<file path="src/hdl/note_event_to_midi_key_tracker_macros.svh">
// assertion macros shared by the note key tracker modules
`ifndef NOTE_EVENT_TO_MIDI_KEY_TRACKER_MACROS_SVH
`define NOTE_EVENT_TO_MIDI_KEY_TRACKER_MACROS_SVH

// same-cycle implication, clocked on clk_i, off during reset
`define NMKT_ASSERT_IMPL(lbl, ante, cons, msg) \
  lbl: assert property (@(posedge clk_i) disable iff (!rst_ni) (ante) |-> (cons)) \
    else $error(msg);

// next-cycle implication, clocked on clk_i, off during reset
`define NMKT_ASSERT_NEXT(lbl, ante, cons, msg) \
  lbl: assert property (@(posedge clk_i) disable iff (!rst_ni) (ante) |=> (cons)) \
    else $error(msg);

`endif

</file>
<file path="src/hdl/nmkt_pkg.sv">
// shared constants, types and key threshold table of the note key tracker
`default_nettype none

package nmkt_pkg;

  localparam int NumKeys      = 128;
  localparam int KeyWidth     = $clog2(NumKeys);
  localparam int IdWidth      = 32;
  localparam int NoteIdWidth  = 32;
  localparam int FreqWidth    = 32;
  localparam int TimeWidth    = 32;
  localparam int VelInWidth   = 16;
  localparam int MidiVelWidth = 7;
  localparam int CfgWidth     = 8;
  localparam int FracBits     = 12;
  localparam int ProdWidth    = VelInWidth + CfgWidth + 1;
  localparam int QueueDepth   = 2;
  localparam int BitCntWidth  = $clog2(KeyWidth);

  localparam logic [CfgWidth-1:0]     BaseVelReset = CfgWidth'(127);
  localparam logic [MidiVelWidth-1:0] MidiVelMax   = MidiVelWidth'(127);

  localparam real RefFreqQ12 = 440.0 * 4096.0;
  localparam real RefKey     = 69.0;
  localparam real SemisPerOct = 12.0;

  // one boundary per key step, integer part of the Q20.12 boundary frequency
  typedef logic [NumKeys-2:0][FreqWidth-1:0] thresh_t;

  function automatic thresh_t build_thresholds();
    thresh_t t;
    real     r;
    for (int k = 0; k < NumKeys - 1; k++) begin
      // boundary halfway (in pitch) between key k and key k+1
      r    = RefFreqQ12 * (2.0 ** ((real'(k) + 0.5 - RefKey) / SemisPerOct));
      t[k] = FreqWidth'($rtoi(r));
    end
    return t;
  endfunction

  localparam thresh_t KeyThresh = build_thresholds();

  // command passed from the front end to the key table
  typedef struct packed {
    logic                    is_on;
    logic [KeyWidth-1:0]     key;
    logic [MidiVelWidth-1:0] vel;
    logic [IdWidth-1:0]      id;
    logic [TimeWidth-1:0]    ftime;
  } cmd_t;

endpackage

`default_nettype wire

</file>
<file path="src/hdl/nmkt_queue.sv">
// short command queue between the front end and the key table
`default_nettype none
`include "note_event_to_midi_key_tracker_macros.svh"

module nmkt_queue (
  input  wire logic           clk_i,
  input  wire logic           rst_ni,
  input  wire logic           push_i,
  input  wire nmkt_pkg::cmd_t push_data_i,
  output logic                full_o,
  input  wire logic           pop_i,
  output logic                valid_o,
  output nmkt_pkg::cmd_t      data_o
);

  localparam int PtrWidth = $clog2(nmkt_pkg::QueueDepth);
  localparam int CntWidth = $clog2(nmkt_pkg::QueueDepth + 1);

  nmkt_pkg::cmd_t entry_q [nmkt_pkg::QueueDepth];

  logic [PtrWidth-1:0] wr_ptr_q, rd_ptr_q;
  logic [CntWidth-1:0] count_q;

  assign full_o  = (count_q == CntWidth'(nmkt_pkg::QueueDepth));
  assign valid_o = (count_q != '0);
  assign data_o  = entry_q[rd_ptr_q];

  always_ff @(posedge clk_i or negedge rst_ni) begin
    if (!rst_ni) begin
      wr_ptr_q <= '0;
      rd_ptr_q <= '0;
      count_q  <= '0;
    end else begin
      if (push_i) begin
        wr_ptr_q <= (wr_ptr_q == PtrWidth'(nmkt_pkg::QueueDepth - 1)) ?
                    '0 : wr_ptr_q + PtrWidth'(1);
      end
      if (pop_i) begin
        rd_ptr_q <= (rd_ptr_q == PtrWidth'(nmkt_pkg::QueueDepth - 1)) ?
                    '0 : rd_ptr_q + PtrWidth'(1);
      end
      if (push_i && !pop_i) begin
        count_q <= count_q + CntWidth'(1);
      end else if (pop_i && !push_i) begin
        count_q <= count_q - CntWidth'(1);
      end
    end
  end

  always_ff @(posedge clk_i) begin
    if (push_i) begin
      entry_q[wr_ptr_q] <= push_data_i;
    end
  end

  `NMKT_ASSERT_IMPL(a_no_overflow, push_i, !full_o || pop_i, "push into a full queue")
  `NMKT_ASSERT_IMPL(a_no_underflow, pop_i, valid_o, "pop from an empty queue")
  `NMKT_ASSERT_IMPL(a_full_has_data, full_o, valid_o, "full queue reports no data")

endmodule

`default_nettype wire

</file>
<file path="config.mk">
export PLATFORM = sky130hd
export DESIGN_NAME = nmkt_queue
export DESIGN_NICKNAME = d
export VERILOG_FILES = /design/src/hdl/nmkt_pkg.sv /design/src/hdl/nmkt_queue.sv
export VERILOG_INCLUDE_DIRS = /design/src /design/src/hdl
export SDC_FILE = /design/constraint.sdc
export NUM_CORES = 1
export LEC_CHECK = 0
export BUFFER_PORTS_ARGS = -buffer_cell sky130_fd_sc_hd__buf_2
export CAP_MARGIN = 20
export CELL_PAD_IN_SITES_DETAIL_PLACEMENT = 2
export CELL_PAD_IN_SITES_GLOBAL_PLACEMENT = 2
export CORE_MARGIN = 1.5
export CORE_UTILIZATION = 30
export DETAILED_ROUTE_END_ITERATION = 6
export PLACE_DENSITY_LB_ADDON = 0.1
export SLEW_MARGIN = 20
export SYNTH_ARGS = -nofsm -noshare
export SYNTH_HDL_FRONTEND = slang
export SYNTH_SLANG_ARGS = --single-unit
</file>
<file path="constraint.sdc">
create_clock -name clk_i -period 4.9 [get_ports clk_i]
set_input_delay 0.735 -clock clk_i [delete_from_list [all_inputs] [get_ports clk_i]]
set_output_delay 0.735 -clock clk_i [all_outputs]
set_load 0.03 [all_outputs]
</file>
# Word level (Yosys, flattened, before mapping)
# Memories as Yosys holds them, arrays and structs flattened.
# Index checks and enable logic that the tools add are counted.
# word_totals
reg_bits	4
latchBits	0
mem_bits_rw	158
romBits	0
in_bits	83
output_inout_bits	81
wordCells	21
n_memories	1
# classes
n_addsub	4
mul	0
div	0
order_cmp	0
eq_ne	1
shifts	0
mux	6
n_bitwise	0
n_reduce_logical	6
# memory_table
memory	words	width	rd	rd_clocked_by_memory_dff	write_ports	line	source
entry_q	2	79	1	0	1	nmkt_queue.sv:19	nmkt_pkg::cmd_t entry_q [nmkt_pkg::QueueDepth];
# ops
op	count
$mux 1	4
$mux 2	2
$reduce_bool 2->1	2
$add 1x1->1 const B	2
$add 2x1->2 const B	1
$eq 2x2->1 const B	1
$logic_and 1x1->1	2
$logic_not 1->1	2
$sub 2x1->2 const B	1

# Depth between registers and ports, before layout
# logic_depth
ltp_word	4
ltp_mapped	5
ltp_nobuf	5

# Worst setup path before layout
# OpenSTA, ideal clock, no wires.
# synth_timing
kind	input -> register
from	in push_i
to	mem entry_q[0][0] (netlist bit), enable pin
setup_ns	0.526
arrival_ns	4.190
required_ns	4.374
path_slack_ns	0.184
stages	1
path_buffers	0
cell_sequence	nor2b_1
# synth_between
elab_chain_len	2
# synth_rtl
element	line	source
start: declaration	nmkt_queue.sv:8	input wire logic push_i,
$mux 1	nmkt_queue.sv:51	if (push_i) begin
$mux 1 (implied by the code)	nmkt_queue.sv:52	entry_q[wr_ptr_q] <= push_data_i;
end: declaration	nmkt_queue.sv:19	
# Every way passes these cells.

==> run metrics <==
worst max-slew margin expressed relative to the limit=44.8%; gr ovfl total=0; via count of the first global-routing pass=3439; final max-slew violation count=0; Worst-path clk slew=0.06 ns; overall via count from detail_route=3047; worst reg2reg path depth=2; layout net count=524; post-cts repair resize count=0; number of buffers created by CTS=17; Die Y=about 150 µm; Critical Setup Path Class=reg -> out; HPWL after DPL=8.28 mm; synthesized area=0.00629 mm²; number of H-tree branching levels=4; RSZ-0062 raised after global routing=no; DIE AREA=0.0218 mm²; postcts setup bufs=0; data required time of the worst path=4.16 ns; Port Buffers=163; total of warnings raised by yosys=0; register area share after synthesis=77.0%; DRC errors left=0; crit path capture type=output port; buffer type at the clock tree root=clkbuf_16; setup violation total in the final timing report=0; Critical Path Source Type=register; I/O pin total=approximately 160; final hold violations=0; reported max-cap violation count=0; die width=148 µm; placeable core area=between 0.02 and 0.025 mm²; first-pass GRT wire length=19.5 mm; number of iterations in the first detailed-routing pass=4; average cell area after synthesis=between 20 and 25 µm²; maximum number of pins on one net before global-route repair=between 50 and 60; wire length after detailed routing=12.8 mm; pwr dens=646 mW/mm²; starting density of the core=between 30 and 40%; time the final worst path needs with I/O delays and setup=~3.1 ns; layout cell share with drive strength beyond 1=61.6%; run status=finished clean; number of vias per cell after detailed routing=4.20; source of the worst register-to-register timing path=wr_ptr_q; Netlist cell types=13; maximum clock path buffer count=2; number of instances in the synthesized netlist=262; 1st-iter DRT viols=121; initial antenna violation count=2; hold bufs inserted after CTS=0; Max Freq=320 MHz; number of nets with antenna violations after detailed routing=0; arrival time of data at the critical path endpoint=2.39 ns; Crit. Startpoint=rd_ptr_q; path type of the worst min-delay path=in -> async; maximum fanout count along the critical path=39; clock latency on the worst-skew pair=0.42 ns; CTS sink cnt=162; syn_nets=346; P_leak=3.17 nW; post-route fraction of the period consumed by the critical path=between 60% and 70%; total power=5.12 mW; std cell rows=52; Tot GR Track Use=12.3%; Filler Cells Inserted=approximately 2000; worst vdd rail ir drop=0.240 mV; post-route clock skew=between 0.009 and 0.01 ns; synthesis-stage register bit count=162; Final GP Congestion=0.655; Least-Margin Pin Slew=a little over 0.8 ns; final routed wire length divided by cell count=17.7 µm; area delta synth->final=26.0%; clock tree from TritonCTS=done; Fin Setup TNS=0 ns
registers in the layout, indices dropped and copies added (netlist names):
| name | flops |
|---|---|
| rd_ptr_q | 1 |
| count_q | 2 |
| entry_q | 158 |
| wr_ptr_q | 1 |
worst paths after layout:
kind                                   to  slack [ns]
hold / removal                 count_q[1]        0.12
max in group asynchronous        rd_ptr_q        4.63
setup reg to reg           entry_q[1][17]        2.93
min in group clk_i             count_q[1]        0.49
setup / recovery               data_o[72]        1.78
hold reg to reg                count_q[1]        0.49
layer usage:
| layer | wire, µm | GRT usage [%] | part of all wire [%] |
|---|---|---|---|
| met1 | 5160 | 13.5 | 40 |
| met4 | 211 | 5.50 | 1.6 |
| met5 | 0 | 0 | 0 |
| met2 | 6620 | 21.2 | 52 |
| met3 | 805 | 4.48 | 6.3 |
worst max-delay path, stage by stage, from the launching register on:
cell,delay [ns]
dfrtp_4,0.90
buf_4,0.52
mux2_4,0.35
buf_2,0.18
power by group:
| part | total, mW | switching, mW | leakage (nW) | internal (mW) |
|---|---|---|---|---|
| logic | 1.77 | 1.05 | 1.37 | 0.719 |
| clock network | 1.34 | 0.535 | 0.271 | 0.801 |
| registers | 2.01 | 0.164 | 1.53 | 1.84 |
logic make-up (layout without fill, tap and decap cells):
logic type               count (synthesis)  after routing  synth area share (%)
flip-flops                             162            162                  77.0
other                                    0              2                     0
XOR/XNOR                                 5              5                 0.696
multiplexers                            79             79                  18.9
AND/OR/NAND/NOR                          5              5                 0.457
buffers and inverters                   10            201                  2.78
adder cells (fa/ha/maj)                  1              1                 0.199
final cells by class:
cell class	count	area (µm²)	area share, %
Antenna cell	2	5.00	0.0632
Clock inverter	13	161	2.04
Multi-Input combinational cell	90	1280	16.2
Timing Repair Buffer	168	853	10.8
Tap cell	270	338	4.26
Sequential cell	162	4850	61.2
Clock buffer	19	433	5.46
Inverter	1	3.75	0.0474
cell usage in the layout (no fill, tap or decap), drive strengths merged:
master,count
diode,2
clkinv,4
and2,1
buf,168
dfrtp,4
edfxtp,158
ha,1
inv,2
or2,1
clkinvlp,5
nor2,1
clkbuf,19
xor2,4
nor2b,2
bufinv,3
mux2,79
xnor2,1
Yosys cell counts:
| cell type | n | area (µm²) |
|---|---|---|
| edfxtp_1 | 158 | 4740 |
| mux2_4 | 79 | 1190 |
| buf_12 | 8 | 160 |
| dfrtp_1 | 4 | 100 |
| xor2_1 | 4 | 35.0 |
| nor2b_1 | 2 | 12.5 |
| and2_1 | 1 | 6.26 |
| buf_6 | 1 | 11.3 |
| ha_1 | 1 | 12.5 |
| inv_1 | 1 | 3.75 |
| nor2_1 | 1 | 3.75 |
| or2_2 | 1 | 6.26 |
| xnor2_1 | 1 | 8.76 |
stage by stage:
| step | hold slack [ns] | setup WS (ns) | utilization (%) | cells | instance area, µm² |
|---|---|---|---|---|---|
| CTS | 0.0986 | 1.66 | 38.8 | 723 | 7920 |
| global route | 0.101 | 1.60 | 38.8 | 723 | 7920 |
| global placement | 0.467 | 2.10 | 35.9 | 691 | 7320 |
| floorplan | 0.439 | 0.184 | - | 262 | 6290 |
| detailed placement | 0.480 | 2.12 | 35.9 | 691 | 7320 |
| finish | 0.119 | 1.78 | 38.8 | 725 | 7920 |
Note: power is estimated with default switching activity, not from simulation.
