**config.mk**
```make
export PLATFORM = sky130hd
export DESIGN_NAME = nmkt_back
export DESIGN_NICKNAME = d
export VERILOG_FILES = /design/src/hdl/nmkt_pkg.sv /design/src/hdl/nmkt_ram.sv /design/src/hdl/nmkt_back.sv
export VERILOG_INCLUDE_DIRS = /design/src /design/src/hdl
export SDC_FILE = /design/constraint.sdc
export NUM_CORES = 2
export LEC_CHECK = 0
export BUFFER_PORTS_ARGS = -buffer_cell sky130_fd_sc_hd__buf_2
export CAP_MARGIN = 20
export CELL_PAD_IN_SITES_DETAIL_PLACEMENT = 1
export CELL_PAD_IN_SITES_GLOBAL_PLACEMENT = 2
export CORE_UTILIZATION = 56
export DETAILED_ROUTE_END_ITERATION = 8
export MAX_ROUTING_LAYER = met4
export PLACE_DENSITY = 0.94
export SLEW_MARGIN = 10
export SYNTH_ARGS = -nofsm -noshare
export SYNTH_HDL_FRONTEND = slang
export SYNTH_SLANG_ARGS = --single-unit
```
**constraint.sdc**
```tcl
create_clock -name clk_i -period 15.15 [get_ports clk_i]
set_input_delay 1.515 -clock clk_i [delete_from_list [all_inputs] [get_ports clk_i]]
set_output_delay 1.515 -clock clk_i [all_outputs]
set_load 0.01 [all_outputs]
```
**src/hdl/note_event_to_midi_key_tracker_macros.svh**
```systemverilog
// assertion macros shared by the note key tracker modules
`ifndef NOTE_EVENT_TO_MIDI_KEY_TRACKER_MACROS_SVH
`define NOTE_EVENT_TO_MIDI_KEY_TRACKER_MACROS_SVH

// same-cycle implication, clocked on clk_i, off during reset
`define NMKT_ASSERT_IMPL(lbl, ante, cons, msg) \
  lbl: assert property (@(posedge clk_i) disable iff (!rst_ni) (ante) |-> (cons)) \
    else $error(msg);

// next-cycle implication, clocked on clk_i, off during reset
`define NMKT_ASSERT_NEXT(lbl, ante, cons, msg) \
  lbl: assert property (@(posedge clk_i) disable iff (!rst_ni) (ante) |=> (cons)) \
    else $error(msg);

`endif

```
**src/hdl/nmkt_pkg.sv**
```systemverilog
// shared constants, types and key threshold table of the note key tracker
`default_nettype none

package nmkt_pkg;

  localparam int NumKeys      = 128;
  localparam int KeyWidth     = $clog2(NumKeys);
  localparam int IdWidth      = 32;
  localparam int NoteIdWidth  = 32;
  localparam int FreqWidth    = 32;
  localparam int TimeWidth    = 32;
  localparam int VelInWidth   = 16;
  localparam int MidiVelWidth = 7;
  localparam int CfgWidth     = 8;
  localparam int FracBits     = 12;
  localparam int ProdWidth    = VelInWidth + CfgWidth + 1;
  localparam int QueueDepth   = 2;
  localparam int BitCntWidth  = $clog2(KeyWidth);

  localparam logic [CfgWidth-1:0]     BaseVelReset = CfgWidth'(127);
  localparam logic [MidiVelWidth-1:0] MidiVelMax   = MidiVelWidth'(127);

  localparam real RefFreqQ12 = 440.0 * 4096.0;
  localparam real RefKey     = 69.0;
  localparam real SemisPerOct = 12.0;

  // one boundary per key step, integer part of the Q20.12 boundary frequency
  typedef logic [NumKeys-2:0][FreqWidth-1:0] thresh_t;

  function automatic thresh_t build_thresholds();
    thresh_t t;
    real     r;
    for (int k = 0; k < NumKeys - 1; k++) begin
      // boundary halfway (in pitch) between key k and key k+1
      r    = RefFreqQ12 * (2.0 ** ((real'(k) + 0.5 - RefKey) / SemisPerOct));
      t[k] = FreqWidth'($rtoi(r));
    end
    return t;
  endfunction

  localparam thresh_t KeyThresh = build_thresholds();

  // command passed from the front end to the key table
  typedef struct packed {
    logic                    is_on;
    logic [KeyWidth-1:0]     key;
    logic [MidiVelWidth-1:0] vel;
    logic [IdWidth-1:0]      id;
    logic [TimeWidth-1:0]    ftime;
  } cmd_t;

endpackage

`default_nettype wire

```
**src/hdl/nmkt_ram.sv**
```systemverilog
// generic single-write, single-read ram with registered read data
`default_nettype none

module nmkt_ram #(
  parameter int Width = 32,
  parameter int Depth = 128
) (
  input  wire logic                     clk_i,
  input  wire logic                     we_i,
  input  wire logic [$clog2(Depth)-1:0] waddr_i,
  input  wire logic [Width-1:0]         wdata_i,
  input  wire logic [$clog2(Depth)-1:0] raddr_i,
  output logic      [Width-1:0]         rdata_o
);

  logic [Width-1:0] mem_q [Depth];
  logic [Width-1:0] rdata_q;

  always_ff @(posedge clk_i) begin
    if (we_i) begin
      mem_q[waddr_i] <= wdata_i;
    end
    rdata_q <= mem_q[raddr_i];
  end

  assign rdata_o = rdata_q;

endmodule

`default_nettype wire

```
**src/hdl/nmkt_back.sv**
```systemverilog
// back end: key ownership table, note-off scan and result register
`default_nettype none
`include "note_event_to_midi_key_tracker_macros.svh"

module nmkt_back (
  input  wire logic                                clk_i,
  input  wire logic                                rst_ni,
  input  wire logic                                q_valid_i,
  input  wire nmkt_pkg::cmd_t                      q_cmd_i,
  output logic                                     pop_o,
  output logic                                     out_valid_o,
  input  wire logic                                out_stall_i,
  output logic                                     is_note_on_o,
  output logic [nmkt_pkg::KeyWidth-1:0]            key_o,
  output logic [nmkt_pkg::MidiVelWidth-1:0]        midi_velocity_o,
  output logic [nmkt_pkg::TimeWidth-1:0]           event_time_o
);

  typedef enum logic [2:0] {
    B_IDLE = 3'b001,
    B_SCAN = 3'b010,
    B_EMIT = 3'b100
  } back_state_e;

  back_state_e state_q, state_d;

  logic [nmkt_pkg::NumKeys-1:0]  busy_q, busy_d;
  logic [nmkt_pkg::KeyWidth-1:0] issue_q, issue_d;
  logic                          chk_vld_q, chk_vld_d;
  logic [nmkt_pkg::KeyWidth-1:0] chk_idx_q, chk_idx_d;
  logic [nmkt_pkg::KeyWidth-1:0] hit_key_q, hit_key_d;
  logic [nmkt_pkg::IdWidth-1:0]  id_q, id_d;
  logic [nmkt_pkg::TimeWidth-1:0] time_q, time_d;

  logic                              out_valid_q;
  logic                              out_on_q;
  logic [nmkt_pkg::KeyWidth-1:0]     out_key_q;
  logic [nmkt_pkg::MidiVelWidth-1:0] out_vel_q;
  logic [nmkt_pkg::TimeWidth-1:0]    out_time_q;

  logic                              out_free;
  logic                              out_load;
  logic                              ld_on;
  logic [nmkt_pkg::KeyWidth-1:0]     ld_key;
  logic [nmkt_pkg::MidiVelWidth-1:0] ld_vel;
  logic [nmkt_pkg::TimeWidth-1:0]    ld_time;

  logic                          ram_we;
  logic [nmkt_pkg::KeyWidth-1:0] ram_waddr;
  logic [nmkt_pkg::IdWidth-1:0]  ram_rdata;

  assign out_free  = !out_valid_q || !out_stall_i;
  assign ram_waddr = q_cmd_i.key;

  nmkt_ram #(
    .Width (nmkt_pkg::IdWidth),
    .Depth (nmkt_pkg::NumKeys)
  ) u_owner_ram (
    .clk_i   (clk_i),
    .we_i    (ram_we),
    .waddr_i (ram_waddr),
    .wdata_i (q_cmd_i.id),
    .raddr_i (issue_q),
    .rdata_o (ram_rdata)
  );

  always_comb begin
    state_d   = state_q;
    busy_d    = busy_q;
    issue_d   = issue_q;
    chk_vld_d = chk_vld_q;
    chk_idx_d = chk_idx_q;
    hit_key_d = hit_key_q;
    id_d      = id_q;
    time_d    = time_q;
    pop_o     = 1'b0;
    ram_we    = 1'b0;
    out_load  = 1'b0;
    ld_on     = 1'b0;
    ld_key    = hit_key_q;
    ld_vel    = '0;
    ld_time   = time_q;
    unique case (state_q)
      B_IDLE: begin
        if (q_valid_i) begin
          if (q_cmd_i.is_on) begin
            if (out_free) begin
              pop_o = 1'b1;
              // note-on on a busy key is dropped
              if (!busy_q[q_cmd_i.key]) begin
                busy_d[q_cmd_i.key] = 1'b1;
                ram_we   = 1'b1;
                out_load = 1'b1;
                ld_on    = 1'b1;
                ld_key   = q_cmd_i.key;
                ld_vel   = q_cmd_i.vel;
                ld_time  = q_cmd_i.ftime;
              end
            end
          end else begin
            pop_o     = 1'b1;
            id_d      = q_cmd_i.id;
            time_d    = q_cmd_i.ftime;
            issue_d   = '0;
            chk_vld_d = 1'b0;
            state_d   = B_SCAN;
          end
        end
      end
      B_SCAN: begin
        // read address runs one entry ahead of the compare
        issue_d   = issue_q + nmkt_pkg::KeyWidth'(1);
        chk_vld_d = 1'b1;
        chk_idx_d = issue_q;
        if (chk_vld_q) begin
          if (busy_q[chk_idx_q] && (ram_rdata == id_q)) begin
            busy_d[chk_idx_q] = 1'b0;
            hit_key_d = chk_idx_q;
            state_d   = B_EMIT;
          end else if (chk_idx_q == nmkt_pkg::KeyWidth'(nmkt_pkg::NumKeys - 1)) begin
            state_d = B_IDLE;
          end
        end
      end
      B_EMIT: begin
        if (out_free) begin
          out_load = 1'b1;
          state_d  = B_IDLE;
        end
      end
      default: begin
        state_d = B_IDLE;
      end
    endcase
  end

  always_ff @(posedge clk_i or negedge rst_ni) begin
    if (!rst_ni) begin
      state_q     <= B_IDLE;
      busy_q      <= '0;
      chk_vld_q   <= 1'b0;
      out_valid_q <= 1'b0;
    end else begin
      state_q   <= state_d;
      busy_q    <= busy_d;
      chk_vld_q <= chk_vld_d;
      if (out_load) begin
        out_valid_q <= 1'b1;
      end else if (!out_stall_i) begin
        out_valid_q <= 1'b0;
      end
    end
  end

  always_ff @(posedge clk_i) begin
    issue_q   <= issue_d;
    chk_idx_q <= chk_idx_d;
    hit_key_q <= hit_key_d;
    id_q      <= id_d;
    time_q    <= time_d;
    if (out_load) begin
      out_on_q   <= ld_on;
      out_key_q  <= ld_key;
      out_vel_q  <= ld_vel;
      out_time_q <= ld_time;
    end
  end

  assign out_valid_o     = out_valid_q;
  assign is_note_on_o    = out_on_q;
  assign key_o           = out_key_q;
  assign midi_velocity_o = out_vel_q;
  assign event_time_o    = out_time_q;

  `NMKT_ASSERT_NEXT(a_on_marks_key, ram_we, busy_q[$past(ram_waddr)], "written key not busy")
  `NMKT_ASSERT_IMPL(a_emit_key_free, state_q == B_EMIT, !busy_q[hit_key_q], "released key busy")
  `NMKT_ASSERT_IMPL(a_load_slot_free, out_load, out_free, "result overwrites pending result")

endmodule

`default_nettype wire

```
# Yosys cells after proc, flatten, opt, wreduce, memory -nomap -nowiden
# Memories as Yosys holds them, arrays and structs flattened. A register that Yosys moved wholly into a read port is not among the register bits.
# Index checks and enable logic that the tools add are counted.
# totals
reg_bits	265
ramBits	4096
in_bits	83
output_inout_bits	49
word_cells	106
n_memories	1
# classes
add_sub_neg	1
magnitude_cmp	4
eq_ne	15
n_mux	52
n_bitwise	7
n_reduce_logical	13
# mem_list
name	depth	word_bits	rd	rd_clocked_by_memory_dff	write_ports	line	source
u_owner_ram.mem_q	128	32	1	1	1	nmkt_ram.sv:16	logic [Width-1:0] mem_q [Depth];
# op_table
cell	n
$mux 128	6
$pmux 128 s2	1
$mux 32	5
$and 128x128->128	1
$not 128->128	1
$or 128x128->128	1
$mux 7	7
$eq 32x32->1	1
$mux 1	19
$mux 3	6
$lt 7x8->1 const B	2
$ne 2x2->1 const B	8
$bmux 1 s7	2
$demux 1 s7	2
$ge 7x1->1 const B	2
$pmux 7 s2	1
$pmux 3 s3	1
$reduce_and 3->1	3
$add 7x1->7 const B	1
$eq 7x7->1 const B	1
$reduce_and 7->1	1
$reduce_and 5->1	1
$reduce_or 5->1	1
$not 1->1	4
10 further kinds	14

# Logic depth before layout (Yosys ltp)
# depth
depth_word	10
depth_mapped	15
depth_no_buf	9

# Modules after synthesis
# Synthesis repeated with hierarchy kept, for this count alone.
# hier_totals
cells_unflattened	7015
hier_area_um2	169144.7
# modules_own_cells
mod	n_inst	cells_per_inst	area_per_inst_um2	seq_area_each_um2
nmkt_ram	1	5990	156276.1	123638.6
nmkt_back	1	1025	12868.6	7293.2

# Worst setup path before layout
# Ideal clock, no wire load.
# synth_timing
path_kind	input to register
start	input q_cmd_i[71] (netlist bit)
end	register out_time_q (netlist bit event_time_o[0]) (enable)
setup_ps	840
arrival_ps	4769
required_time_ps	14310
setup_slack_ps	9541
cell_stages	12
n_path_buf	5
path_cell_list	buf_6 buf_6 buf_6 buf_6 mux2i_1 o221ai_1 a21oi_1 nor4_2 a31oi_2 nand2_2 clkbuf_1 o21ai_0
# synth_between
elab_chain_cells	7
# synth_rtl
item	line	source
from (decl)	nmkt_back.sv:9	input wire nmkt_pkg::cmd_t q_cmd_i,
$bmux 1 s7	nmkt_back.sv:90	if (!busy_q[q_cmd_i.key]) begin
$mux 1 (not written as such)	nmkt_back.sv:90	
$mux 1	nmkt_back.sv:90	
$mux 1	nmkt_back.sv:87	if (out_free) begin
$mux 1	nmkt_back.sv:86	if (q_cmd_i.is_on) begin
$mux 1	nmkt_back.sv:85	if (q_valid_i) begin
$pmux 1 s2	nmkt_back.sv:83	unique case (state_q)
named net out_load	nmkt_back.sv:42	logic out_load;
to (signal assigned)	nmkt_back.sv:165	out_time_q <= ld_time;
to (decl)	nmkt_back.sv:39	logic [nmkt_pkg::TimeWidth-1:0] out_time_q;
# The timed path passes the listed nets, and every way through them passes these cells. The select of a mux whose other input is x is not followed.
# A chain may end at the register's enable or synchronous reset.

==> out/metrics.yaml <==
crit_chain: "buf_12 -> buf_12 -> buf_4 -> buf_4 -> mux4_2 -> mux4_2 -> mux2i_1 -> a21oi_1 -> mux2_2"
first_pass_iters: 6
fin_skew_ns: 0.0765
cp.arrival_ns: 7.38
dp_hpwl_um: 283000
synthCells: 7127
p_total_mw: 27.6
wl_met2_um: 274000
slowest_delay_ns: 0.87
gp_congestion: 0.913
status: "complete, no violations"
worstSetupPathType: "reg2reg"
start_kind: "flop"
finalNetCount: 7557
drc: 0
die_h_um: 552
cts_tree: "yes"
ys_types: 63
hold_slack_ns: 0.472
fin_crit_sh_pct: 42.8
cpMaxStageDelayCell: "buf_4"
fin_crit_ns: 6.49
drt-met1-wl_um: 182000
clk_pin_slew_ns: 0.07
hp-class: "reg2reg"
hold_viol_final: 0
grt_pass1_vias: 88400
clkSinkCount: 4393
start_util_pct: 56.4
holdBufCountCts: 0
finalNonFillerCells: 11800
grt_pass1_wl_um: 755000
coreArea_sq_um: 300000
tns_ns: 0
vias: 90900
root_buffer: "clkbuf_16"
postCtsResizedCells: 0
crit_buf_inv: 4
yosys_warnings: 0
ant_nets: 0
end_kind: "flop"
critPathTopFamily: "buffers and inverters"
ir_worst_vdd_uv: 116
clk_latency_ns: 1.03
fmax_ghz: 0.154
htree_levels: 5
maxCapViolations: 0
cts_setup_buffers: 0
synth-seq-cells: 4393
fp.dieW_um: 552
initialDrtViolationCount: 18200
clk_path_buf_depth: 4
required_ns: 16.04
wl_met3_um: 80300
dp_cells: 10900
cts_made_buffers: 421
synth_fp_nets: 7211
syn2layout_area_growth_pct: 12.8
post_route_cells_drive_above_1_share_pct: 32.1
ys.flop_type: "edfxtp_1"
io_buffers: 131
drt_wl_total_um: 576000
final_common_cell: "edfxtp_1"
slew_headroom_pct: 11.8
worstMarginPinSlew_ns: 1.32
setup_viol: 0
synth_edf_count: 4228
final_cell_mix: "edfxtp_1 (4228), mux4_2 (1336), clkbuf_16 (425)"
syn_area_sq_um: 169000
num_rows: 201
final_util_pct: 63.6
grt-ovfl-total: 0
finalMaxSlewViolations: 0
ios: 132
crit_fanout: 130
grt_usage_pct: 37.9
ys_seq_area_share_pct: 77.3
wl_per_cell_um: 48.7
synth-async-reset-ratio_pct: 3.03
p_leak_nw: 59.4
synth_area_per_cell_sq_um: 23.8
rsz0062_at_grt: "false"
grt_max_degree: 131
die_area_sq_um: 305000
via_per_inst: 7.69
antenna_found_initial: 63
highest_layer: "met4"
power_density_nw_per_um2: 145
==> registers in the layout, summed over array words and instances, names as in the netlist <==
register and cells:
u_owner_ram.mem_q 4096, busy_q 128, event_time_o 32, id_q 32
time_q 32, u_owner_ram.rdata_o 32, chk_idx_q 7, hit_key_q 7
issue_q 7, key_o 7, midi_velocity_o 7, state_q 3
chk_vld_q 1, is_note_on_o 1, out_valid_o 1
==> cell usage after synthesis (8+ instances only) <==
library cell / n / share of area [%]
xor2_1: 36 / 0.19
nor2b_1: 17 / 0.063
mux2i_1: 107 / 0.63
o21ai_0: 43 / 0.13
nor3_1: 9 / 0.027
mux4_1: 10 / 0.16
dfxtp_1: 32 / 0.38
buf_2: 66 / 0.20
a21oi_1: 165 / 0.49
mux2_2: 64 / 0.43
o22ai_1: 35 / 0.13
edfxtp_1: 4228 / 75
nor2_1: 189 / 0.42
nand2_1: 77 / 0.17
nor4_4: 9 / 0.11
a211oi_1: 11 / 0.049
buf_6: 12 / 0.080
dfrtp_1: 132 / 2.0
nor4_1: 10 / 0.037
clkbuf_1: 219 / 0.49
a31oi_1: 105 / 0.39
mux4_2: 1336 / 18
a41oi_1: 8 / 0.041
buf_1: 98 / 0.22
nand3_1: 9 / 0.027
nand2b_1: 14 / 0.052
==> report_power, final <==
group | switching (mW) | internal (mW)
combinational | 1.87 | 1.06
sequential | 0.0808 | 13.4
clock | 5.19 | 5.98
==> cell type report <==
cell class / count / area [sq um]
sequential: 4393 / 131000
timing repair buffer: 325 / 3410
antenna: 42 / 105
fill: 23400 / 109000
clock buffer: 518 / 11000
inverter: 9 / 33.8
multi-input combinational: 2323 / 37700
tap: 3958 / 4950
clock inverter: 266 / 2830
==> metrics by stage <==
stage | instance area (sq um) | setup WS [ns]
final | 191000 | 8.66
after global routing | 191000 | 8.65
after CTS | 189000 | 8.90
after detailed placement | 175000 | 8.11
after global placement | 175000 | 8.28
after floorplan | 169000 | 9.54
==> kinds of logic (layout without fill, tap and decap cells) <==
| family | Yosys count | after routing | share of synthesized area (%) |
|---|---|---|---|
| other | 0 | 42 | 0 |
| muxes | 1517 | 1517 | 19.0 |
| adders and majority gates | 1 | 1 | 0.00739 |
| and+or+nand+nor | 380 | 380 | 1.11 |
| buffers and inverters | 411 | 1118 | 1.03 |
| AOI/OAI and AO/OA | 388 | 388 | 1.34 |
| xor gates and xnor gates | 37 | 37 | 0.191 |
| DFF | 4393 | 4393 | 77.3 |
==> routing by layer <==
metal,up-vias,GRT usage [%]
li1,31400,-
met1,47500,47.9
met2,10200,58.4
met3,1873,9.17
met4,0,18.2
met5,-,-
==> path summary, 6_finish.rpt <==
check	from	cells past startpoint	endpoint	slack, ns
max	issue_q[1]	9	u_owner_ram.rdata_o[28]	8.66
min	issue_q[4]	0	chk_idx_q[4]	0.47
max reg2reg	issue_q[1]	9	u_owner_ram.rdata_o[28]	8.66
min reg2reg	issue_q[4]	0	chk_idx_q[4]	0.47
max in group asynchronous	rst_ni	3	busy_q[103]	13.55
min in group asynchronous	rst_ni	1	busy_q[15]	0.48
(Power assumes the default switching activity.)
