## src/hdl/note_event_to_midi_key_tracker_macros.svh

```systemverilog
// assertion macros shared by the note key tracker modules
`ifndef NOTE_EVENT_TO_MIDI_KEY_TRACKER_MACROS_SVH
`define NOTE_EVENT_TO_MIDI_KEY_TRACKER_MACROS_SVH

// same-cycle implication, clocked on clk_i, off during reset
`define NMKT_ASSERT_IMPL(lbl, ante, cons, msg) \
  lbl: assert property (@(posedge clk_i) disable iff (!rst_ni) (ante) |-> (cons)) \
    else $error(msg);

// next-cycle implication, clocked on clk_i, off during reset
`define NMKT_ASSERT_NEXT(lbl, ante, cons, msg) \
  lbl: assert property (@(posedge clk_i) disable iff (!rst_ni) (ante) |=> (cons)) \
    else $error(msg);

`endif

```

## src/hdl/nmkt_pkg.sv

```systemverilog
// shared constants, types and key threshold table of the note key tracker
`default_nettype none

package nmkt_pkg;

  localparam int NumKeys      = 128;
  localparam int KeyWidth     = $clog2(NumKeys);
  localparam int IdWidth      = 32;
  localparam int NoteIdWidth  = 32;
  localparam int FreqWidth    = 32;
  localparam int TimeWidth    = 32;
  localparam int VelInWidth   = 16;
  localparam int MidiVelWidth = 7;
  localparam int CfgWidth     = 8;
  localparam int FracBits     = 12;
  localparam int ProdWidth    = VelInWidth + CfgWidth + 1;
  localparam int QueueDepth   = 2;
  localparam int BitCntWidth  = $clog2(KeyWidth);

  localparam logic [CfgWidth-1:0]     BaseVelReset = CfgWidth'(127);
  localparam logic [MidiVelWidth-1:0] MidiVelMax   = MidiVelWidth'(127);

  localparam real RefFreqQ12 = 440.0 * 4096.0;
  localparam real RefKey     = 69.0;
  localparam real SemisPerOct = 12.0;

  // one boundary per key step, integer part of the Q20.12 boundary frequency
  typedef logic [NumKeys-2:0][FreqWidth-1:0] thresh_t;

  function automatic thresh_t build_thresholds();
    thresh_t t;
    real     r;
    for (int k = 0; k < NumKeys - 1; k++) begin
      // boundary halfway (in pitch) between key k and key k+1
      r    = RefFreqQ12 * (2.0 ** ((real'(k) + 0.5 - RefKey) / SemisPerOct));
      t[k] = FreqWidth'($rtoi(r));
    end
    return t;
  endfunction

  localparam thresh_t KeyThresh = build_thresholds();

  // command passed from the front end to the key table
  typedef struct packed {
    logic                    is_on;
    logic [KeyWidth-1:0]     key;
    logic [MidiVelWidth-1:0] vel;
    logic [IdWidth-1:0]      id;
    logic [TimeWidth-1:0]    ftime;
  } cmd_t;

endpackage

`default_nettype wire

```

## src/hdl/nmkt_front.sv

```systemverilog
// front end: accepts note events, finds the key and scales the velocity
`default_nettype none

module nmkt_front (
  input  wire logic                                 clk_i,
  input  wire logic                                 rst_ni,
  input  wire logic                                 in_valid_i,
  output logic                                      in_stall_o,
  input  wire logic                                 gate_i,
  input  wire logic signed [nmkt_pkg::NoteIdWidth-1:0] note_id_i,
  input  wire logic                                 has_frequency_i,
  input  wire logic        [nmkt_pkg::FreqWidth-1:0]   frequency_i,
  input  wire logic signed [nmkt_pkg::VelInWidth-1:0]  velocity_i,
  input  wire logic        [nmkt_pkg::TimeWidth-1:0]   frame_time_i,
  input  wire logic        [nmkt_pkg::CfgWidth-1:0]    base_velocity_i,
  input  wire logic                                 full_i,
  output logic                                      push_o,
  output nmkt_pkg::cmd_t                            cmd_o
);

  localparam int QuotWidth = nmkt_pkg::ProdWidth - 1 - nmkt_pkg::FracBits;

  typedef enum logic [2:0] {
    F_IDLE = 3'b001,
    F_SRCH = 3'b010,
    F_PUSH = 3'b100
  } front_state_e;

  front_state_e state_q, state_d;

  logic [nmkt_pkg::KeyWidth-1:0]    key_q, key_d;
  logic [nmkt_pkg::BitCntWidth-1:0] bit_q, bit_d;

  logic                                       gate_q;
  logic        [nmkt_pkg::IdWidth-1:0]        id_q;
  logic        [nmkt_pkg::FreqWidth-1:0]      freq_q;
  logic signed [nmkt_pkg::VelInWidth-1:0]     vel_q;
  logic        [nmkt_pkg::TimeWidth-1:0]      time_q;
  logic signed [nmkt_pkg::ProdWidth-1:0]      prod_q, prod_d;

  logic                              accept;
  logic [nmkt_pkg::KeyWidth-1:0]     cand;
  logic [nmkt_pkg::KeyWidth-1:0]     cand_idx;
  logic                              step_hit;
  logic [nmkt_pkg::MidiVelWidth-1:0] vel_clamped;

  assign in_stall_o = (state_q != F_IDLE);
  assign accept     = in_valid_i && !in_stall_o;

  // binary search: key is the number of boundaries the frequency lies above
  assign cand     = key_q | (nmkt_pkg::KeyWidth'(1) << bit_q);
  assign cand_idx = cand - nmkt_pkg::KeyWidth'(1);
  assign step_hit = freq_q > nmkt_pkg::KeyThresh[cand_idx];

  always_comb begin
    if (prod_q <= 0) begin
      vel_clamped = '0;
    end else if (prod_q[nmkt_pkg::ProdWidth-2:nmkt_pkg::FracBits] >
                 QuotWidth'(nmkt_pkg::MidiVelMax)) begin
      vel_clamped = nmkt_pkg::MidiVelMax;
    end else begin
      vel_clamped = prod_q[nmkt_pkg::FracBits+nmkt_pkg::MidiVelWidth-1:nmkt_pkg::FracBits];
    end
  end

  always_comb begin
    state_d = state_q;
    key_d   = key_q;
    bit_d   = bit_q;
    prod_d  = prod_q;
    push_o  = 1'b0;
    unique case (state_q)
      F_IDLE: begin
        key_d = '0;
        bit_d = nmkt_pkg::BitCntWidth'(nmkt_pkg::KeyWidth - 1);
        if (accept) begin
          if (!gate_i) begin
            state_d = F_PUSH;
          end else if (has_frequency_i) begin
            state_d = F_SRCH;
          end
          // note-on without a frequency is dropped here
        end
      end
      F_SRCH: begin
        prod_d = vel_q * $signed({1'b0, base_velocity_i});
        if (step_hit) begin
          key_d = cand;
        end
        if (bit_q == '0) begin
          state_d = F_PUSH;
        end else begin
          bit_d = bit_q - nmkt_pkg::BitCntWidth'(1);
        end
      end
      F_PUSH: begin
        if (!full_i) begin
          push_o  = 1'b1;
          state_d = F_IDLE;
        end
      end
      default: begin
        state_d = F_IDLE;
      end
    endcase
  end

  always_comb begin
    cmd_o.is_on = gate_q;
    cmd_o.key   = gate_q ? key_q : '0;
    cmd_o.vel   = gate_q ? vel_clamped : '0;
    cmd_o.id    = id_q;
    cmd_o.ftime = time_q;
  end

  always_ff @(posedge clk_i or negedge rst_ni) begin
    if (!rst_ni) begin
      state_q <= F_IDLE;
    end else begin
      state_q <= state_d;
    end
  end

  always_ff @(posedge clk_i) begin
    key_q  <= key_d;
    bit_q  <= bit_d;
    prod_q <= prod_d;
    if (accept) begin
      gate_q <= gate_i;
      id_q   <= note_id_i[nmkt_pkg::IdWidth-1:0];
      freq_q <= frequency_i;
      vel_q  <= velocity_i;
      time_q <= frame_time_i;
    end
  end

endmodule

`default_nettype wire

```

## config.mk

```make
export PLATFORM = sky130hd
export DESIGN_NAME = nmkt_front
export DESIGN_NICKNAME = d
export VERILOG_FILES = /design/src/hdl/note_event_to_midi_key_tracker_macros.svh /design/src/hdl/nmkt_pkg.sv /design/src/hdl/nmkt_front.sv
export SDC_FILE = /design/constraint.sdc
export NUM_CORES = 1
export LEC_CHECK = 0
export BUFFER_PORTS_ARGS = -buffer_cell sky130_fd_sc_hd__buf_4
export CAP_MARGIN = 40
export CORE_UTILIZATION = 25
export CTS_CLUSTER_SIZE = 12
export DETAILED_ROUTE_END_ITERATION = 8
export SETUP_SLACK_MARGIN = 0.5
export SLEW_MARGIN = 20
export SYNTH_ARGS = -nofsm -noshare
export SYNTH_HDL_FRONTEND = slang
export SYNTH_SLANG_ARGS = --single-unit
export TNS_END_PERCENT = 30
```

## constraint.sdc

```tcl
create_clock -name clk_i -period 7.48 [get_ports clk_i]
set_input_delay 0.374 -clock clk_i [delete_from_list [all_inputs] [get_ports clk_i]]
set_output_delay 0.374 -clock clk_i [all_outputs]
set_load 0.005 [all_outputs]
```

* Word-level counts from Yosys, hierarchy flattened
Memory sizes are Yosys's and may differ from the RTL's.
Index checks and enable logic that the tools add are counted.
** Storage, ports and cells
- Flip-flop bits (word level) :: 151
- Output and inout bits :: 81
- Memories kept :: 1
- Logic and storage cells :: 53
- ROM bits :: 4096
- Input port bits :: 126
** Memories
- (name not given) :: depth 128, bits a word 32, read ports 1, clocked after memory_dff 0, write ports 0, RTL line nmkt_front.sv:53 : assign step_hit = freq_q > nmkt_pkg::KeyThresh[cand_idx];
** Cells by class
- Multiply operators :: 1
- Shifts and indexed selects :: 1
- Reductions and logical operators :: 7
- Bitwise operators :: 1
- Equal/unequal tests :: 10
- Add/sub/neg operators :: 2
- Muxes and demuxes :: 17
- Magnitude comparators :: 4
** Operators by type and width (count)
- 7-bit 2-to-1 mux :: 5
- 32-bit greater-than comparator :: 1
- 32-bit 2-to-1 mux :: 1
- 25-bit by 1-bit less-or-equal comparator with 1-bit output, second input constant :: 1
- 16-bit by 9-bit multiplier with 25-bit output :: 1
- 3-bit 2-to-1 mux :: 6
- 7-bit one-hot mux with 2 select lines :: 1
- 12-bit by 7-bit greater-than comparator with 1-bit output, second input constant :: 1
- 2-bit != test, second input constant :: 5
- 3-bit one-hot mux with 3 select lines :: 1
- 7-bit by 8-bit less-than comparator with 1-bit output, second input constant :: 1
- 7-bit bitwise OR :: 1
- 1-bit by 3-bit << shifter with 7-bit output, first input constant :: 1
- 7-bit by 1-bit subtractor with 7-bit output, second input constant :: 1
- 3-bit one-hot mux with 2 select lines :: 1
- 2-bit AND reduction :: 2
- 4-bit AND reduction :: 1
- 3-bit by 1-bit == test with 1-bit output, second input constant :: 1
- 3-bit by 2-bit == test with 1-bit output, second input constant :: 1
- 3-bit == test, second input constant :: 1
- 3-bit zero test :: 1
- 3-bit by 1-bit != test with 1-bit output, second input constant :: 1
- 3-bit != test, second input constant :: 1
- 3-bit by 1-bit subtractor with 3-bit output, second input constant :: 1
- other kinds (4) :: 5

* Logic depth before layout (Yosys ltp)
- Word-level depth :: 8
- Depth in mapped cells :: 29
- Depth with buffers taken out :: 23

* Worst setup path before layout
OpenSTA, ideal clock, no wires.
- Kind :: register to register
- Start :: register bit_q[0] (netlist name)
- End :: register key_q[0] (netlist name), enable pin
- Cell stages (with the launch flop) :: 25
- Path buffers :: 8
- Data required time :: 7.139 ns
- Library setup time :: 0.341 ns
- Slack :: 1.625 ns
- Arrival time :: 5.514 ns
- Clock period less this slack :: 5.855 ns
- Path through :: edfxtp_1 -> ha_1 -> nor2b_1 -> buf_2 -> nor2_1 -> buf_2 -> buf_1 -> ha_1 -> buf_2 -> clkbuf_1 -> buf_2 -> buf_2 -> clkbuf_1 -> o2111a_1 -> a21oi_1 -> a221o_1 -> ha_1 -> a21o_1 -> a21o_1 -> a21o_1 -> a21o_1 -> a211o_1 -> a221o_1 -> a21oi_1 -> o21ai_0
** Between the ends
- Longest elaborated chain between the ends :: 8
** RTL lines
- from (decl) :: RTL line nmkt_front.sv:32 : logic [nmkt_pkg::BitCntWidth-1:0] bit_q, bit_d;
- from (signal assigned) :: RTL line nmkt_front.sv:126 : bit_q <= bit_d;
- 1-bit by 3-bit << shifter with 7-bit output :: RTL line nmkt_front.sv:51 : assign cand = key_q | (nmkt_pkg::KeyWidth'(1) << bit_q);
- 7-bit bitwise OR :: RTL line nmkt_front.sv:51
- 7-bit by 1-bit subtractor with 7-bit output :: RTL line nmkt_front.sv:52 : assign cand_idx = cand - nmkt_pkg::KeyWidth'(1);
- memory read 128 x 32 bit
- 32-bit 2-to-1 mux (implied by the code) :: RTL line nmkt_front.sv:53
- 32-bit greater-than comparator :: RTL line nmkt_front.sv:53
- 2-bit != test (no source line)
- 2-bit AND reduction (no source line)
- to (signal assigned) :: RTL line nmkt_front.sv:125 : key_q <= key_d;
- to (decl) :: RTL line nmkt_front.sv:31 : logic [nmkt_pkg::KeyWidth-1:0] key_q, key_d;
Every way passes these cells. The select of a mux whose other input is x is not followed.
A chain may end at the register's enable or synchronous reset.

* Worst setup path in the final report
- Start :: register bit_q[1] (netlist name)
- End :: register key_q[2] (netlist name), enable pin
The elaborated chain is that of the path after synthesis.

==> implementation parameters <==
Parameter                              Value

Critical path
  Largest fanout on the critical path ... 19
  Crit. Startpoint ... bit_q[1]$_SDFFCE_PN1P_
  Worst r2r path cells ... 21
  Longest individual stage delay on the worst path ... 0.89 ns
  Category of cells accounting for the largest share of critical-path delay ... compound AO/OA/AOI/OAI gates
  Crit path required time ... 7.66 ns
  Endpoint of the most critical register-to-register path ... key_q[2]$_SDFFCE_PN0P_
  Worst-path cell chain ... inv_1 -> ha_1 -> nor2b_1 -> nor2_1 -> ha_1 -> buf_4 -> a22oi_1 -> nor2_1 -> nor3_1 -> a2111oi_0 -> buf_4 -> a21o_1 -> ha_1 -> a21o_1 -> a21o_1 -> a21oi_1 -> o21ai_0 -> a221o_1 -> a21oi_1 -> o21ai_0 -> buf_2
  Worst path slowest cell ... sky130_fd_sc_hd__ha_1
  R2r setup slk ... 0.81 ns
  Arrival time at the worst endpoint ... 6.85 ns
  Cell depth of the worst setup path ... 21
  Worst R2R Start ... bit_q[1]$_SDFFCE_PN1P_
  Crit path launch type ... flop
  End point of the critical path ... key_q[2]$_SDFFCE_PN0P_
  Type of element capturing the critical path ... flop
  Startpoint-to-endpoint class of the critical path ... reg -> reg
  Critical path buffer and inverter count ... 4

Route
  First-pass DRT Iterations ... 6
  ANT nets after route ... 0
  Final routed wire length divided by cell count ... 22.1 um
  Iter 0 DRT Violations ... 1516
  Per-cell via count in the routed design ... 5.45
  Overall via count from detail_route ... 14300
  Total DRC errors in the routed layout ... 0
  Total wire length after detailed routing ... 58.1 mm

Finish
  Nets@finish ... 2160
  Leading cell types in the layout, fill and taps excluded ... sky130_fd_sc_hd__buf_4 (280), sky130_fd_sc_hd__inv_1 (159), sky130_fd_sc_hd__edfxtp_1 (148)
  Number of antenna diodes ... 0
  Leading cell type in the layout, fill and taps excluded ... sky130_fd_sc_hd__buf_4
  Signed area change from the synthesized netlist to the final layout ... 21.9%
  Layout cell share with drive strength beyond 1 ... 19.9%

Logic synthesis
  Number of instances in the synthesized netlist ... 1651
  Number of synthesized register bits ... 151
  Number of different library cells in the post-synthesis netlist ... 84
  Leading area contributor after synthesis ... sky130_fd_sc_hd__edfxtp_1
  Sequential-to-total area share from yosys stat ... 30.0%
  Cell types occupying the most area after synthesis ... sky130_fd_sc_hd__edfxtp_1 (29%), sky130_fd_sc_hd__fa_1 (14%), sky130_fd_sc_hd__ha_1 (7.1%)
  Async SR Flop Fraction ... 1.99%
  Total nets after synthesis ... 1964
  Count of yosys warnings during synthesis ... 0
  Most used flip-flop cell after synthesis ... sky130_fd_sc_hd__edfxtp_1
  Area fraction of the dominant cell type after synthesis ... 29.5%
  Area of the mapped netlist ... 0.0151 mm2
  Number of enable-type register cells in the synthesized netlist ... 148
  Avg Synthesized Cell Area ... 9.13 um2

Place
  Final estimated routing congestion in global placement ... 1.03
  Number of port buffers ... 206
  Post-DP HPWL ... 43.6 mm

Global routing
  Global-route wire length before repair ... 86.6 mm
  Largest net degree at the start of global routing ... 71
  Overall track demand over capacity in global routing ... 18.7%
  Vias in the first global route ... 14200
  Final global-route overflow total ... 0
  Antenna violations before repair ... 0

Min path
  Worst hold path type ... in -> reg
  Worst Hold Path Cells ... 1

Floorplan
  Horizontal extent of the die ... 248 um
  # rows ... 89
  I/O pin count ... 207
  Vert. Die Dim ... 248 um
  Core Region ... 0.0592 mm2
  Initial cell density of the core ... 25.4%
  Die Footprint ... 0.0613 mm2

CTS
  Clock latency on the worst-skew pair ... 0.45 ns
  CTS H-tree lvls ... 4
  Clock-pin slew reported for the worst setup and hold paths after clock tree synthesis ... 0.08 ns
  Number of buffers added by the clock tree synthesis step ... 17
  Clock Root Buffer ... sky130_fd_sc_hd__clkbuf_16
  TritonCTS sink count ... 151
  TritonCTS clock tree ... yes
  Clock Path Buffers ... 2

STA
  Final-report hold violation count ... 0
  Share of the cycle needed by the critical path after routing ... 89.2%
  Measured slew at the worst slew-check pin ... 0.937 ns
  RSZ-0062 raised after global routing ... no
  Final min period ... 6.67 ns
  Remaining max-slew budget at the tightest pin ... 36.9%
  Number of setup violations in the final report ... 0
  Highest clock frequency the design can meet ... 150 MHz
  Fin. max-slew vios ... 0
  Setup TNS ... 0 ns
  Clock Skew ... 0.0349 ns

Flow run
  Number of max-capacitance violations reported ... 0

Status
  Result of the run ... completed
[cells in the mapped netlist, types with 39 or more instances]
| master | number |
|---|---|
| sky130_fd_sc_hd__a21oi_1 | 134 |
| sky130_fd_sc_hd__and2_1 | 93 |
| sky130_fd_sc_hd__buf_2 | 54 |
| sky130_fd_sc_hd__clkbuf_1 | 39 |
| sky130_fd_sc_hd__edfxtp_1 | 148 |
| sky130_fd_sc_hd__fa_1 | 102 |
| sky130_fd_sc_hd__ha_1 | 85 |
| sky130_fd_sc_hd__inv_1 | 159 |
| sky130_fd_sc_hd__nand2_1 | 145 |
| sky130_fd_sc_hd__nor2_1 | 101 |
| sky130_fd_sc_hd__o21ai_0 | 98 |
[layer usage]
layer	part of all wire, %	track usage [%]	vias up
li1	-	-	6365
met2	47	30.7	823
met1	39	22.9	6950
met4	5.6	10.3	0
met3	8.7	3.60	209
met5	0	0	-
[worst register-to-register path: cells and delay by family, from the launching register on]
family,cells,cell delay [ns]
AO/OA/AOI/OAI,10,2.29
adder cells (fa/ha/maj),3,1.40
buffers and inverters,4,0.94
flip-flops,1,0.43
AND/OR/NAND/NOR,4,1.36
[area by class of cell]
type                            instances  area (um2)
Clock inverter                         15         186
Tap cell                              773         967
Clock buffer                           17         425
Fill cell                            6212       40900
Sequential cell                       151        4520
Inverter                              159         597
Multi-Input combinational cell       1227        9440
Timing Repair Buffer                  291        2230
[registers in the layout (all words and copies together) (netlist names)]
name / count
vel_q: 16
prod_q: 25
id_q: 32
state_q: 3
gate_q: 1
key_q: 7
time_q: 32
bit_q: 3
freq_q: 32
[through the flow]
| stage | cell area, um2 | setup WS, ns | util [%] | cells | hold slack [ns] |
|---|---|---|---|---|---|
| after global placement | 17600 | 0.781 | 29.7 | 2586 | 0.167 |
| after floorplan | 15100 | 1.62 | - | 1651 | 0.0784 |
| final | 18400 | 0.809 | 31.0 | 2633 | 0.0848 |
| after global routing | 18400 | 0.546 | 31.0 | 2633 | 0.0630 |
| after detailed placement | 17700 | 0.835 | 29.9 | 2596 | 0.166 |
| after CTS | 18300 | 0.818 | 30.9 | 2629 | 0.0579 |
[worst min-delay path by stage]
stage	startpoint	endpoint	slack, ns
floorplan	rst_ni	state_q[1]$_DFFE_PN0P_	0.08
CTS	note_id_i[1]	id_q[1]$_DFFE_PP_	0.06
detailed placement	rst_ni	state_q[1]$_DFFE_PN0P_	0.17
global route	note_id_i[1]	id_q[1]$_DFFE_PP_	0.06
global placement	rst_ni	state_q[2]$_DFFE_PN0P_	0.17
finish	note_id_i[1]	id_q[1]$_DFFE_PP_	0.08
[logic make-up after synthesis]
logic type                 Yosys count  share of synthesized area (%)
xor gates and xnor gates            32                           1.86
DFF                                151                           30.0
buffers and inverters              273                           7.55
muxes                               10                          0.930
adders and majority gates          187                           20.6
and+or+nand+nor                    472                           15.7
AOI/OAI and AO/OA                  526                           23.3
[repair_timing]
action,CTS,global route
resized for setup,0,0
hold endpoints to repair,3,0
hold buffers,1,0
setup buffers,0,0
Power is left out: the tool's default activity adds up to more than one toggle a clock period on the data nets, which glitch-free logic cannot reach.
